<file path="src/design/ddts_pkg.sv">
// ----------------------------------------------------------------------------
// ddts_pkg: shared types and constants of the drift diffusion trial step
// Widths, configuration register indexes, the register bank struct and the
// request opcodes used by the channels, the register bank and the top level.
// ----------------------------------------------------------------------------
`default_nettype none

package ddts_pkg;

    // Default fraction bits of the position format
    localparam int FRAC_BITS_DEF = 24;

    // Data and register port widths
    localparam int DATA_W    = 32;
    localparam int BOUND_W   = 31;
    localparam int CFG_NUM   = 8;
    localparam int CFG_IDX_W = $clog2(CFG_NUM);
    localparam int RAMP_W    = 48;

    // Shared multiplier operand and product widths
    localparam int MUL_W  = 33;
    localparam int PROD_W = 2 * MUL_W;

    // Configuration register indexes
    typedef enum logic [CFG_IDX_W-1:0] {
        REG_DRIFT_STEP     = 3'd0,
        REG_BOUND          = 3'd1,
        REG_PULSE_GAIN_ONE = 3'd2,
        REG_PULSE_GAIN_TWO = 3'd3,
        REG_DECAY_ONE      = 3'd4,
        REG_DECAY_TWO      = 3'd5,
        REG_RAMP_ONE       = 3'd6,
        REG_RAMP_TWO       = 3'd7
    } cfg_idx_t;

    // Request opcodes
    localparam logic OP_START = 1'b0;
    localparam logic OP_TICK  = 1'b1;

    // Configuration register bank contents
    typedef struct packed {
        logic signed [DATA_W-1:0]  drift_step;
        logic        [BOUND_W-1:0] bound;
        logic signed [DATA_W-1:0]  pulse_gain_one;
        logic signed [DATA_W-1:0]  pulse_gain_two;
        logic        [DATA_W-1:0]  decay_one;
        logic        [DATA_W-1:0]  decay_two;
        logic        [DATA_W-1:0]  ramp_one;
        logic        [DATA_W-1:0]  ramp_two;
    } cfg_t;

endpackage

`default_nettype wire

</file>
<file path="src/design/ddts_mul.sv">
// ----------------------------------------------------------------------------
// ddts_mul: shared signed multiplier
// One 33 x 33 signed multiply per cycle with a registered product.
// ----------------------------------------------------------------------------
`default_nettype none

module ddts_mul (
    input  wire logic                                  clk,
    input  wire logic signed [ddts_pkg::MUL_W-1:0]     mul_a,
    input  wire logic signed [ddts_pkg::MUL_W-1:0]     mul_b,
    output logic signed      [ddts_pkg::PROD_W-1:0]    prod
);

    logic signed [ddts_pkg::PROD_W-1:0] prod_reg;

    // Register the product
    always_ff @(posedge clk)
    begin
        prod_reg <= ddts_pkg::PROD_W'(mul_a) * ddts_pkg::PROD_W'(mul_b);
    end

    assign prod = prod_reg;

endmodule

`default_nettype wire

</file>
<file path="config.mk">
export PLATFORM = sky130hd
export DESIGN_NAME = ddts_mul
export DESIGN_NICKNAME = d
export VERILOG_FILES = /design/src/design/ddts_pkg.sv /design/src/design/ddts_mul.sv
export SDC_FILE = /design/constraint.sdc
export NUM_CORES = 2
export LEC_CHECK = 0
export BUFFER_PORTS_ARGS = -buffer_cell sky130_fd_sc_hd__buf_2
export CORE_MARGIN = 3
export CORE_UTILIZATION = 50
export CTS_CLUSTER_DIAMETER = 50
export DETAILED_ROUTE_END_ITERATION = 6
export PLACE_DENSITY_LB_ADDON = 0.1
export SLEW_MARGIN = 20
export SYNTH_ARGS = -nofsm -noshare
export SYNTH_HDL_FRONTEND = slang
export SYNTH_SLANG_ARGS = --single-unit
export TNS_END_PERCENT = 5
</file>
<file path="constraint.sdc">
create_clock -name clk -period 8.28 [get_ports clk]
set_input_delay 1.656 -clock clk [delete_from_list [all_inputs] [get_ports clk]]
set_output_delay 1.656 -clock clk [all_outputs]
set_load 0.05 [all_outputs]
</file>
==> summary.md <==
| Metric | Value |
|---|---|
| Buf/Inv on CP | 6 |
| Syn Inst Count | 4338 |
| Largest net degree at the start of global routing | 24 |
| Crit-path max FO | 15 |
| Status | finished, violations left |
| Boundary Pins | 133 |
| Fin area | 0.0472 mm^2 |
| Top cell type by total area after synthesis | fa_1 |
| Final nets | 6191 |
| Die ar. | 0.0849 mm^2 |
| Initial core utilization | 50.5% |
| CP Launch Type | input pin |
| I/O Buffers | 132 |
| Root Buffer | clkbuf_16 |
| Hold buffers post-CTS | 0 |
| Final Setup Violations | 1 |
| Synthesis-to-layout area growth | 15.8% |
| Antenna violations before repair | 4 |
| Crit path arrival time | 8570 ps |
| Crit path time final | 8310 ps |
| Critical Path Most Common Cell | fa_1 |
| First-pass GRT wire length | 182000 um |
| Slowest cell delay on critical path | 630 ps |
| Distinct cells, synth | 80 |
| HP Class | input pin to register |
| GRT Total Usage | 27.8% |
| Placed cell count | 5804 |
| DRC Markers | 0 |
| Chip Height | 291 um |
| CTS Buffer Depth | 2 |
| Yosys warnings | 0 |
| Drt first pass iters | 5 |
| Via density | 5.05 |
| Detailed-route wire length per cell | 19.3 um |
| Flops & latches, synth | 66 |
| Relative slew slack | 67.3% |
| Post-Syn Area | 0.0407 mm^2 |
| Core Area | 0.0807 mm^2 |
| Critical Path RT | 8540 ps |
| Hpwl dp | 101000 um |
| Critical path type | input pin to register |
| CTS H-tree depth | 3 |
| Max reg flops | 66 |
| Unrepaired setup endpoints after global routing | true |
| Worst-path clk slew | 70 ps |
| Post-synth ARST share | 0% |
| Max_cap viols | 0 |
| Ranking of synthesized cells by area | fa_1 56%, inv_1 10%, and2_1 8.6% |
| Synth top area share | 56.3% |
| Hold violation count in the final report | 0 |
| Final core utilization | 58.5% |
| Violated checks | negative setup slack |
| Vias post-DR | 29500 |
| Vias in the first global route | 32600 |
| CP max stage cell | fa_2 |
| Top delay family on crit path | adder cells |
| DIE WIDTH | 291 um |
| Pre-CTS WS | -749 ps |
| Critical Path End Type | register |
| Peak Freq | 120 MHz |
| WL final | 112000 um |
| CTS buffer count | 9 |
| Total grt overflow | 0 |
| Finished Layout Cells | 5829 |
| Main flop type after synthesis | dfxtp_1 |
| Final worst setup slack | -27.5 ps |
| Rows | 104 |
| RePlAce Congestion | 0.914 |
| CTS sink cnt | 66 |
| Iter 0 DRT Violations | 1149 |
| Share of cells above drive strength 1 | 16.7% |
| CTS tree | built |
| Slew @ Worst Pin | 491 ps |
| Pins Over Slew Limit | 0 |
| Syn_nets | 5767 |
| Sequential area share after synthesis | 3.24% |
| Post-synth EDFFs | 0 |
| Final worst path period share | 100% |
| Dpl cell area | 0.0460 mm^2 |
| Cells along the critical path | buf_2, buf_12, and2_1, fa_2, fa_2, fa_2, buf_12, inv_2, fa_1, fa_1, fa_1, fa_1, fa_1, inv_1, ha_1, and4_1, buf_4, a22oi_1, a311o_1, o31ai_1, a2111o_1, a21oi_2, xnor2_1 |
| Detail Route Antenna Nets | 0 |
| Mean post-synth cell area | 9.39 um^2 |
-- metal layers --
metal  vias up  global-route usage (%)  part of all wire [%]
met3       209                    2.50                   3.2
met4         2                    10.8                   4.8
li1      13200                       -                     -
met1     15500                    33.4                    38
met5         -                       0                0.0071
met2       571                    51.6                    54
-- per-stage QoR --
stage | hold WS [ps] | TNS (ps)
2_1_floorplan | 1780 | -149
3_3_place_gp | 2120 | -18260
3_5_place_dp | 2120 | -19880
4_1_cts | 1850 | -25.3
5_1_grt | 1870 | -2950
6_report | 1880 | -27.5
-- layout make-up --
cell class	count	area (um^2)
repair buffers	634	5100
flip-flops and latches	66	1320
well taps	1060	1330
clock inverters	7	53.8
diodes	2	5.00
fillers	7261	33500
multi-input cells	2920	34900
clock buffers	9	225
inverters	1131	4260
-- synthesized netlist by cell type (3+ instances only) --
cell type / n
fa_1: 1145
inv_1: 1131
and2_1: 562
nand2_1: 551
ha_1: 217
clkbuf_1: 208
nor2_1: 68
dfxtp_1: 66
a21oi_1: 57
xnor2_1: 43
a21o_1: 36
nand3_1: 25
o21ai_0: 25
xor2_1: 25
nand2b_1: 12
buf_2: 11
nand4_1: 11
o21bai_1: 11
a31oi_1: 8
a211oi_1: 7
nor3_1: 7
a211o_1: 6
o21a_1: 6
o21ai_1: 6
and3_1: 5
and4_1: 5
nor2b_1: 5
o211ai_1: 4
a211oi_2: 3
a21oi_2: 3
o31ai_4: 3
or2_2: 3
or3_1: 3
-- cells in the final DEF, fill, tap and decap left out, drive strengths merged, types with 6 or more instances in the layout --
cell type / instances
nor3: 7
nand4: 12
nand3: 26
clkbuf: 10
buf: 633
a211oi: 11
dfxtp: 66
and2: 563
inv: 1130
fa: 1145
xor2: 25
ha: 217
a31oi: 9
nand2b: 12
o31ai: 7
o21a: 6
nand2: 551
nor2: 68
o21bai: 11
a21o: 38
xnor2: 43
a211o: 6
and3: 6
o21ai: 33
a21oi: 61
-- final timing paths --
check	from	endpoint	slack [ps]	depth (start not counted)
max	mul_a[32]	prod[53]	-30	23
min	mul_b[0]	prod[0]	1880	3
-- timing repair --
item                                    4_1_cts  5_1_grt
setup buffers                                 3        5
endpoints found under the setup margin       34       33
resized for setup                           146       57
pin swaps                                    56       35
-- kinds of logic after synthesis --
family	synth area share, %
fa+ha+maj	62.9
compound gates	4.07
buf+inv	12.5
flops	3.24
xor+xnor	1.46
simple gates	15.8
Power is not shown: default switching activity piles up to over one toggle a cycle in this logic, so the estimate is an artifact.
