===== config.mk =====
export PLATFORM = sky130hd
export DESIGN_NAME = ddts_cfg
export DESIGN_NICKNAME = d
export VERILOG_FILES = /design/src/design/ddts_pkg.sv /design/src/design/ddts_cfg.sv
export SDC_FILE = /design/constraint.sdc
export NUM_CORES = 1
export LEC_CHECK = 0
export BUFFER_PORTS_ARGS = -buffer_cell sky130_fd_sc_hd__buf_4
export CAP_MARGIN = 0
export CORE_MARGIN = 2
export CORE_UTILIZATION = 46
export DETAILED_ROUTE_END_ITERATION = 8
export MAX_ROUTING_LAYER = met4
export PLACE_DENSITY = 0.75
export SYNTH_ARGS = -nofsm -noshare
export SYNTH_HDL_FRONTEND = slang
export SYNTH_SLANG_ARGS = --single-unit

===== constraint.sdc =====
create_clock -name clk -period 0.8 [get_ports clk]
set_input_delay 0 -clock clk [delete_from_list [all_inputs] [get_ports clk]]
set_output_delay 0 -clock clk [all_outputs]
set_load 0.02 [all_outputs]

===== src/design/ddts_pkg.sv =====
// ----------------------------------------------------------------------------
// ddts_pkg: shared types and constants of the drift diffusion trial step
// Widths, configuration register indexes, the register bank struct and the
// request opcodes used by the channels, the register bank and the top level.
// ----------------------------------------------------------------------------
`default_nettype none

package ddts_pkg;

    // Default fraction bits of the position format
    localparam int FRAC_BITS_DEF = 24;

    // Data and register port widths
    localparam int DATA_W    = 32;
    localparam int BOUND_W   = 31;
    localparam int CFG_NUM   = 8;
    localparam int CFG_IDX_W = $clog2(CFG_NUM);
    localparam int RAMP_W    = 48;

    // Shared multiplier operand and product widths
    localparam int MUL_W  = 33;
    localparam int PROD_W = 2 * MUL_W;

    // Configuration register indexes
    typedef enum logic [CFG_IDX_W-1:0] {
        REG_DRIFT_STEP     = 3'd0,
        REG_BOUND          = 3'd1,
        REG_PULSE_GAIN_ONE = 3'd2,
        REG_PULSE_GAIN_TWO = 3'd3,
        REG_DECAY_ONE      = 3'd4,
        REG_DECAY_TWO      = 3'd5,
        REG_RAMP_ONE       = 3'd6,
        REG_RAMP_TWO       = 3'd7
    } cfg_idx_t;

    // Request opcodes
    localparam logic OP_START = 1'b0;
    localparam logic OP_TICK  = 1'b1;

    // Configuration register bank contents
    typedef struct packed {
        logic signed [DATA_W-1:0]  drift_step;
        logic        [BOUND_W-1:0] bound;
        logic signed [DATA_W-1:0]  pulse_gain_one;
        logic signed [DATA_W-1:0]  pulse_gain_two;
        logic        [DATA_W-1:0]  decay_one;
        logic        [DATA_W-1:0]  decay_two;
        logic        [DATA_W-1:0]  ramp_one;
        logic        [DATA_W-1:0]  ramp_two;
    } cfg_t;

endpackage

`default_nettype wire


===== src/design/ddts_cfg.sv =====
// ----------------------------------------------------------------------------
// ddts_cfg: configuration register bank
// Eight write-only registers loaded from the plain write port.
// ----------------------------------------------------------------------------
`default_nettype none

module ddts_cfg #(
    parameter int FRAC_BITS = ddts_pkg::FRAC_BITS_DEF
) (
    input  wire logic                             clk,
    input  wire logic                             rst_n,
    input  wire logic                             cfg_we,
    input  wire logic [ddts_pkg::CFG_IDX_W-1:0]   cfg_index,
    input  wire logic [ddts_pkg::DATA_W-1:0]      cfg_data,
    output ddts_pkg::cfg_t                        cfg
);

    ddts_pkg::cfg_t cfg_reg;

    // Load the addressed register; bound resets to one in the position format
    always_ff @(posedge clk or negedge rst_n)
    begin
        if (!rst_n)
        begin
            cfg_reg.drift_step     <= '0;
            cfg_reg.bound          <= ddts_pkg::BOUND_W'(1) << FRAC_BITS;
            cfg_reg.pulse_gain_one <= '0;
            cfg_reg.pulse_gain_two <= '0;
            cfg_reg.decay_one      <= '0;
            cfg_reg.decay_two      <= '0;
            cfg_reg.ramp_one       <= '0;
            cfg_reg.ramp_two       <= '0;
        end
        else if (cfg_we)
        begin
            unique case (ddts_pkg::cfg_idx_t'(cfg_index))
                ddts_pkg::REG_DRIFT_STEP:     cfg_reg.drift_step     <= cfg_data;
                ddts_pkg::REG_BOUND:
                    cfg_reg.bound <= cfg_data[ddts_pkg::BOUND_W-1:0];
                ddts_pkg::REG_PULSE_GAIN_ONE: cfg_reg.pulse_gain_one <= cfg_data;
                ddts_pkg::REG_PULSE_GAIN_TWO: cfg_reg.pulse_gain_two <= cfg_data;
                ddts_pkg::REG_DECAY_ONE:      cfg_reg.decay_one      <= cfg_data;
                ddts_pkg::REG_DECAY_TWO:      cfg_reg.decay_two      <= cfg_data;
                ddts_pkg::REG_RAMP_ONE:       cfg_reg.ramp_one       <= cfg_data;
                ddts_pkg::REG_RAMP_TWO:       cfg_reg.ramp_two       <= cfg_data;
                default:
                begin
                end
            endcase
        end
    end

    assign cfg = cfg_reg;

endmodule

`default_nettype wire


==> out/qor.yml, run 1 <==
cells_and_area:
  layout.cells.most_common_list: "buf_6, dfrtp_1, mux2_4, mux2_2, buf_4"
  final_cells: 1290
  areaGrowthSynthToFinish_pct: 68.6
  antenna_cells: 0
  filler_cell_count: 1027
  largest_reg_flops: 255
  final_common_cell: "buf_6"
  drive_gt1_frac: 0.707
  final_core_util: 0.794
  multi_input_comb_area_sq_um: 3540
  register_area_sq_um: 6380
  nets: 1040
cts:
  cts.path.max_buffers: 3
  cts.htree.levels: 1
  cts_buffers: 26
  clock_sinks: 255
  cts_tree: "done"
  clkSlewWorstSetupHoldPaths_ns: 0.06
  cts.hold.buffers_added: 33
  cts_root_buffer: "clkbuf_16"
  insertion_delay_ns: 0.52
logic_synthesis:
  syn_area_per_cell_sq_um: 17.4
  syn_area_sq_um: 9560
  synth_area_leaders: "dfrtp_1, mux2_2, mux2_1"
  synth.distinct_cells: 12
  synthCells: 548
  yosysSeqAreaShare: 0.668
  syn_nets: 586
  yosysWarnings: 0
  synth-seq-cells: 255
  synth_top_area_frac: 0.665
  yosys.area.top_type: "dfrtp_1"
placement:
  portBuffers: 292
  gp_congestion: 0.769
  dp_hpwl_mm: 17.8
  dp.cells: 1108
timing:
  rsz0062_at_grt: "yes"
  setup_viol: 362
  fin_crit_sh: 1.47
  timing.fmax_ghz: 0.849
  slew_violations: 0
  finalHoldWorstSlack_ns: -0.0401
  worst_slew_pin_slew_ns: 0.358
  clock-skew-final_ns: 0
  hold_violations: 20
  period_minus_slack_ns: 1.18
  relSlewSlack: 0.761
  layout_setup_ws_ns: -0.378
worst_setup_path:
  crit_chain: "buf_6"
  arrival_ns: 1.18
  cp.required_ns: 0.80
  r2r_cells: 2
  r2r_start: "cfg[107]$_DFFE_PN0P_"
  r2r-end: "cfg[107]$_DFFE_PN0P_"
  cp_slowest_cell: "dfstp_2"
  end_kind: "primary output"
  path_max_fanout: 2
  crit_family: "flip-flops"
  cpPeakStageDelay_ns: 0.54
  crit_path_start_kind: "flop"
  critPathKind: "flop to primary output"
  crit_buf_inv: 1
  rrSetupSlack_ns: -0.15
grt:
  antenna_found_initial: 0
  overflow: 0
  grt_pass1_wl_mm: 44.7
  grt_start_max_net_pins: 41
  grt_usage: 0.273
  grt_pass1_vias: 7485
route:
  detail_route.first_pass.iterations: 4
  drt_iter0_drc: 234
  drc: 0
  vias: 6699
  drtAntennaViolNets: 0
  viasPerCell: 5.19
  wl_mm: 31.3
  wl_per_cell_um: 24.3
die:
  fp.dieH_um: 148
  core_area_sq_um: 20300
  ios: 293
  std_cell_rows: 52
  start_util: 0.471
  die_area_sq_um: 21900
  die_w_um: 148
power_and_ir_drop:
  vdd_ir_drop_max_mv: 2.12
  p_leak_uw: 0.00781
  p_per_area_nw_per_um2: 3000
run:
  maxCapViolations: 0
status:
  status: "finished with violations"
  violations: "negative hold slack, negative setup slack"
min_path:
  min-delay-path-class: "primary input to asynchronous set/reset pin"
[logic make-up (layout without fill, tap and decap cells)]
| group | after synthesis | in the layout | share of synthesized area |
|---|---|---|---|
| multiplexers | 255 | 255 | 0.300 |
| AND/OR/NAND/NOR | 8 | 8 | 0.00930 |
| buffers and inverters | 30 | 502 | 0.0224 |
| flip-flops | 255 | 255 | 0.668 |
[layout make-up]
type | count | area share
flip-flops and latches | 255 | 0.396
well taps | 270 | 0.0210
multi-input cells | 263 | 0.220
repair buffers | 456 | 0.310
clock buffers | 39 | 0.0478
clock inverters | 7 | 0.00551
[worst register-to-register path, stage by stage (launching register included)]
cell     delay, ns
dfrtp_1       0.42
buf_4         0.15
mux2_4        0.26
[power breakdown]
part,leakage (uW),internal [uW],switching [uW]
registers,0.00306,15800,2540
clock network,0.000425,7280,5000
logic,0.00433,10400,7380
total,0.00781,33500,14900
[cell usage after synthesis (all sizes together)]
master / instances
dfstp: 1
nand4: 1
nor4bb: 2
nand4b: 3
nor4b: 1
and4bb: 1
buf: 30
dfrtp: 254
mux2: 255
[per-layer routing]
layer | global-route usage | wire, um | vias up
met5 | - | 0 | -
met4 | 0.0876 | 1180 | 0
met3 | 0.0684 | 2160 | 75
met2 | 0.466 | 16100 | 279
met1 | 0.320 | 11900 | 3515
li1 | - | - | 2830
[through the flow]
step | power (uW) | hold slack (ns) | area, sq um | worst slack, ns | TNS [ns]
6_report | 48400 | -0.0401 | 16100 | -0.378 | -76.50
5_1_grt | 50100 | -0.0369 | 16100 | -0.408 | -86.18
4_1_cts | 46700 | -0.0444 | 15400 | -0.392 | -74.81
3_5_place_dp | 30900 | -0.0828 | 12700 | -0.532 | -114.82
3_3_place_gp | 30400 | -0.0855 | 12700 | -0.504 | -109.37
2_1_floorplan | 24200 | -0.296 | 10000 | -0.367 | -66.25
[worst max-delay path by stage]
stage               cells after the start                 start                   end
finish                                  1  cfg[216]$_DFFE_PN1P_              cfg[216]
global route                            1  cfg[216]$_DFFE_PN1P_              cfg[216]
CTS                                     1  cfg[216]$_DFFE_PN1P_              cfg[216]
detailed placement                      4          cfg_index[1]  cfg[125]$_DFFE_PN0P_
global placement                        5          cfg_index[2]  cfg[139]$_DFFE_PN0P_
floorplan                               4          cfg_index[2]  cfg[223]$_DFFE_PN0P_
[repair_timing]
| item | CTS | global route |
|---|---|---|
| pin swaps | 0 | 2 |
| buffers inserted | 66 | 59 |
| cloned | 0 | 2 |
| gates resized for setup | 280 | 109 |
| setup endpoints to repair | 260 | 378 |
| endpoints found under the hold margin | 510 | 20 |
Power figures use the tool's default switching activity.
==> run 2, diff against run 1 <==
- RECOVER_POWER: not set -> 100
==> out/qor.yml, run 2 (synthesis results as in run 1) <==
placement:
  place_area_sq_um: 12700  # unchanged
  gp_congestion: 0.769  # unchanged
  dp_hpwl_mm: 17.8  # unchanged
  portBuffers: 292  # unchanged
  post-place-ws_ns: -0.532  # unchanged
grt:
  overflow: 0  # unchanged
  antenna_found_initial: 0  # unchanged
  grt_start_max_net_pins: 41  # unchanged
  grt_pass1_wl_mm: 44.7  # unchanged
  grt_pass1_vias: 7485  # unchanged
  grt_usage: 0.273  # unchanged
power_and_ir_drop:
  vdd_ir_drop_max_mv: 2.12  # about the same
  p_per_area_nw_per_um2: 3010  # was 3000 nW/um^2
  p_leak_uw: 0.00779  # was 0.00781 uW
die:
  die_w_um: 148  # unchanged
  std_cell_rows: 52  # unchanged
  fp.dieH_um: 148  # unchanged
  core_area_sq_um: 20300  # unchanged
  start_util: 0.471  # unchanged
  ios: 293  # unchanged
  die_area_sq_um: 21900  # unchanged
route:
  drc: 0  # unchanged
  viasPerCell: 5.20  # was 5.19
  drtAntennaViolNets: 0  # unchanged
  wl_mm: 31.3  # about the same
  vias: 6712  # was 6699
  detail_route.first_pass.iterations: 4  # unchanged
  wl_per_cell_um: 24.3  # about the same
  drt_iter0_drc: 237  # was 234
cts:
  cts_root_buffer: "clkbuf_16"  # unchanged
  cts.path.max_buffers: 3  # unchanged
  insertion_delay_ns: 0.52  # about the same
  cts.hold.buffers_added: 33  # unchanged
  clock_sinks: 255  # unchanged
  cts_buffers: 26  # unchanged
  cts.htree.levels: 1  # unchanged
  clkSlewWorstSetupHoldPaths_ns: 0.06  # about the same
  cts_tree: "done"  # unchanged
cells_and_area:
  drive_gt1_frac: 0.707  # unchanged
  register_area_sq_um: 6380  # unchanged
  post-route-cell-area_sq_um: 16100  # about the same
  nets: 1040  # unchanged
  final_core_util: 0.791  # was 0.794
  antenna_cells: 0  # unchanged
  multi_input_comb_area_sq_um: 3540  # unchanged
  largest_reg_flops: 255  # unchanged
  final_common_cell: "buf_6"  # unchanged
  layout.cells.most_common_list: "buf_6, dfrtp_1, mux2_4, mux2_2, buf_4"  # unchanged
  areaGrowthSynthToFinish_pct: 68.1  # was 68.6%
  filler_cell_count: 1036  # was 1027
min_path:
  min-delay-path-class: "primary input to asynchronous set/reset pin"  # unchanged
timing:
  timing.fmax_ghz: 0.849  # about the same
  setup_viol: 363  # was 362
  rsz0062_at_grt: "yes"  # unchanged
  clock-skew-final_ns: 0  # unchanged
  relSlewSlack: 0.603  # was 0.761
  hold_violations: 0  # was 20
  period_minus_slack_ns: 1.18  # about the same
  layout_setup_ws_ns: -0.377  # was -0.378 ns
  fin_crit_sh: 1.47  # about the same
  slew_violations: 0  # unchanged
  finalHoldWorstSlack_ns: 0.0432  # was -0.0401 ns
  worst_slew_pin_slew_ns: 0.596  # was 0.358 ns
  fin_setup_tns_ns: -76.71  # was -76.50 ns
worst_setup_path:
  cp.required_ns: 0.80  # about the same
  path_max_fanout: 2  # unchanged
  cpPeakStageDelay_ns: 0.54  # about the same
  arrival_ns: 1.18  # about the same
  critPathKind: "flop to primary output"  # unchanged
  crit_path_start_kind: "flop"  # unchanged
  crit_buf_inv: 1  # unchanged
  end_kind: "primary output"  # unchanged
  cp_slowest_cell: "dfstp_2"  # unchanged
  crit_family: "flip-flops"  # unchanged
  crit_chain: "buf_6"  # unchanged
  rrSetupSlack_ns: -0.15  # about the same
run:
  maxCapViolations: 0  # unchanged
status:
  violations: "negative setup slack"  # was negative hold slack, negative setup slack
  status: "finished with violations"  # unchanged
-- run 2: cell types whose count changed in the layout (fill, tap and decap cells not counted) --
cell,delta
buf_8,+4
clkbuf_16,-1
buf_6,+1
buf_12,-5
buf_4,-5
buf_2,+2
clkbuf_4,+4
-- run 2: cell type report --
| type | count | share of cell area |
|---|---|---|
| clock buffers | 39 | 0.0480 |
| well taps | 270 | 0.0210 |
| multi-input cells | 263 | 0.221 |
| clock inverters | 7 | 0.00553 |
| flip-flops and latches | 255 | 0.397 |
| repair buffers | 456 | 0.308 |
-- run 2: metal layers --
metal / routed length [um] / vias up / global-route usage
li1: - / 2843 / -
met2: 16200 / 281 / 0.466
met4: 1150 / 0 / 0.0876
met3: 2180 / 71 / 0.0684
met5: 0 / - / -
met1: 11800 / 3517 / 0.320
-- run 2: what timing repair did --
item | 4_1_cts | 5_1_grt
hold endpoints to repair | 510 | 20
gates resized for setup | 280 | 109
setup buffers | 66 | 59
cloned | 0 | 2
setup endpoints to repair | 260 | 378
pin swaps | 0 | 2
-- run 2: final timing paths --
kind | end | depth (start not counted) | startpoint
setup / recovery | cfg[216] | 1 | cfg[216]$_DFFE_PN1P_
hold / removal | cfg[53]$_DFFE_PN0P_ | 2 | rst_n
setup reg to reg | cfg[233]$_DFFE_PN0P_ | 2 | cfg[233]$_DFFE_PN0P_
hold reg to reg | cfg[106]$_DFFE_PN0P_ | 1 | cfg[106]$_DFFE_PN0P_
max in group asynchronous | cfg[137]$_DFFE_PN0P_ | 3 | rst_n
min in group clk | cfg[163]$_DFFE_PN0P_ | 4 | cfg_index[2]
-- run 2: report_power, final --
part           leakage, uW  switching [uW]  total [uW]  internal, uW
clock             0.000425            5000       12300          7280
sequential         0.00306            2540       18300         15800
combinational      0.00431            7370       17800         10400
-- run 2: stage by stage --
stage               total power (uW)  cells
finish                         48400   1290
global route                   50100   1290
CTS                            46700   1252
detailed placement             30900   1108
global placement               30400   1108
floorplan                      24200    548
==> run 3, diff against run 2 <==
- SETUP_SLACK_MARGIN: not set -> 0.5
==> out/qor.yml, run 3 (synthesis results as in run 1) <==
status:
  status: "finished with violations"  # unchanged
  violations: "negative hold slack, negative setup slack"  # was negative setup slack
die:
  fp.dieH_um: 148  # unchanged
  ios: 293  # unchanged
  die_area_sq_um: 21900  # unchanged
  start_util: 0.471  # unchanged
  core_area_sq_um: 20300  # unchanged
  std_cell_rows: 52  # unchanged
  die_w_um: 148  # unchanged
cts:
  cts.htree.levels: 1  # unchanged
  cts_tree: "done"  # unchanged
  cts_root_buffer: "clkbuf_16"  # unchanged
  cts.path.max_buffers: 3  # unchanged
  clkSlewWorstSetupHoldPaths_ns: 0.06  # about the same
  insertion_delay_ns: 0.53  # was 0.52 ns
  clock_sinks: 255  # unchanged
  cts_buffers: 27  # was 26
timing:
  worst_slew_pin_slew_ns: 0.986  # was 0.596 ns
  hold_violations: 277  # was 0
  period_minus_slack_ns: 1.19  # was 1.18 ns
  fin_crit_sh: 1.48  # was 1.47
  layout_setup_ws_ns: -0.388  # was -0.377 ns
  finalHoldWorstSlack_ns: -0.388  # was 0.0432 ns
  rsz0062_at_grt: "yes"  # unchanged
  relSlewSlack: 0.343  # was 0.603
  setup_viol: 399  # was 363
  fin_setup_tns_ns: -87.80  # was -76.71 ns
  timing.fmax_ghz: 0.842  # was 0.849 GHz
  slew_violations: 0  # unchanged
  clock-skew-final_ns: 0  # unchanged
route:
  detail_route.first_pass.iterations: 4  # unchanged
  wl_per_cell_um: 26.0  # was 24.3 um
  viasPerCell: 5.24  # was 5.20
  vias: 6959  # was 6712
  wl_mm: 34.5  # was 31.3 mm
  drtAntennaViolNets: 0  # unchanged
  drt_iter0_drc: 256  # was 237
  drc: 0  # unchanged
worst_setup_path:
  cp.required_ns: 0.80  # about the same
  crit_buf_inv: 1  # unchanged
  cp_slowest_cell: "dfstp_2"  # unchanged
  crit_chain: "buf_6"  # unchanged
  arrival_ns: 1.19  # was 1.18 ns
  crit_family: "flip-flops"  # unchanged
  critPathKind: "flop to primary output"  # unchanged
  end_kind: "primary output"  # unchanged
  path_max_fanout: 2  # unchanged
  cpPeakStageDelay_ns: 0.54  # about the same
  crit_path_start_kind: "flop"  # unchanged
grt:
  overflow: 0  # unchanged
  grt_pass1_wl_mm: 46.3  # was 44.7 mm
  grt_usage: 0.285  # was 0.273
  grt_start_max_net_pins: 42  # was 41
  antenna_found_initial: 0  # unchanged
  grt_pass1_vias: 7440  # was 7485
cells_and_area:
  filler_cell_count: 878  # was 1036
  multi_input_comb_area_sq_um: 3830  # was 3540 sq um
  final_core_util: 0.835  # was 0.791
  largest_reg_flops: 255  # unchanged
  final_cells: 1329  # was 1290
  nets: 1077  # was 1040
  final_common_cell: "buf_6"  # unchanged
  layout.cells.most_common_list: "buf_6, mux2_4, dfrtp_1, dfrtp_2, buf_4"  # was buf_6, dfrtp_1, mux2_4, mux2_2, buf_4
  antenna_cells: 0  # unchanged
  register_area_sq_um: 6500  # was 6380 sq um
  drive_gt1_frac: 0.841  # was 0.707
  areaGrowthSynthToFinish_pct: 77.3  # was 68.1%
placement:
  dp.cells: 1110  # was 1108
  portBuffers: 292  # unchanged
  dp_hpwl_mm: 17.7  # was 17.8 mm
  gp_congestion: 0.808  # was 0.769
min_path:
  min-delay-path-class: "primary input to asynchronous set/reset pin"  # unchanged
power_and_ir_drop:
  vdd_ir_drop_max_mv: 2.27  # was 2.12 mV
  p_per_area_nw_per_um2: 3030  # was 3010 nW/um^2
  p_leak_uw: 0.00835  # was 0.00779 uW
run:
  maxCapViolations: 0  # unchanged
run 3: cell types whose count changed in the layout (fill, tap and decap cells not counted), moves of 2 or more:
cell,delta
clkbuf_2,+2
mux2_4,+76
buf_8,-6
dfrtp_1,-97
dlygate4sd3_1,-33
buf_6,+73
mux2_2,-75
clkbuf_4,-3
buf_12,+2
dfrtp_2,+97
clkinv_2,+3
run 3: final timing paths:
path	from	endpoint	slack, ns	cells past startpoint
max in group asynchronous	rst_n	cfg[10]$_DFFE_PN0P_	0.14	2
max	cfg[216]$_DFFE_PN1P_	cfg[216]	-0.39	1
max reg2reg	cfg[108]$_DFFE_PN0P_	cfg[108]$_DFFE_PN0P_	-0.27	3
min in group clk	cfg_data[0]	cfg[0]$_DFFE_PN0P_	-0.22	2
min reg2reg	cfg[239]$_DFFE_PN0P_	cfg[239]$_DFFE_PN0P_	0.53	1
min	rst_n	cfg[158]$_DFFE_PN0P_	-0.39	1
run 3: area by class of cell:
cell class / instances / share of cell area
Timing Repair Buffer: 492 / 0.318
Tap cell: 270 / 0.0199
Sequential cell: 255 / 0.384
Multi-Input combinational cell: 263 / 0.226
Clock buffer: 38 / 0.0453
Clock inverter: 11 / 0.00657
run 3: power breakdown:
part	leakage [uW]	internal, uW	total [uW]	switching, uW
clock	0.000436	7320	12600	5280
combinational	0.00496	12100	20000	7920
sequential	0.00295	16000	18800	2770
total	0.00835	35400	51300	16000
run 3: stage by stage:
| step | power (uW) | worst slack, ns | hold slack [ns] | area (sq um) |
|---|---|---|---|---|
| after floorplan | 24500 | -0.367 | -0.296 | 10200 |
| after global placement | 30600 | -0.480 | -0.0971 | 12800 |
| after detailed placement | 31000 | -0.535 | -0.0951 | 12800 |
| after CTS | 48100 | -0.397 | -0.652 | 15800 |
| after global routing | 53000 | -0.419 | -0.327 | 16900 |
| final | 51300 | -0.388 | -0.388 | 16900 |
run 3: what timing repair did:
| item | in CTS | in global routing |
|---|---|---|
| cloned | 0 | 3 |
| resized for setup | 407 | 126 |
| endpoints found under the setup margin | 510 | 510 |
| pin swaps | 0 | 4 |
| buffers inserted | 72 | 95 |
| hold endpoints to repair | 510 | 510 |
run 3: per-layer routing:
metal  up-vias  GRT usage  wire [um]
li1       2911          -          -
met1      3680      0.339      12900
met2       294      0.479      18300
met3        74     0.0715       2110
met4         0     0.0948       1120
met5         -          -          0
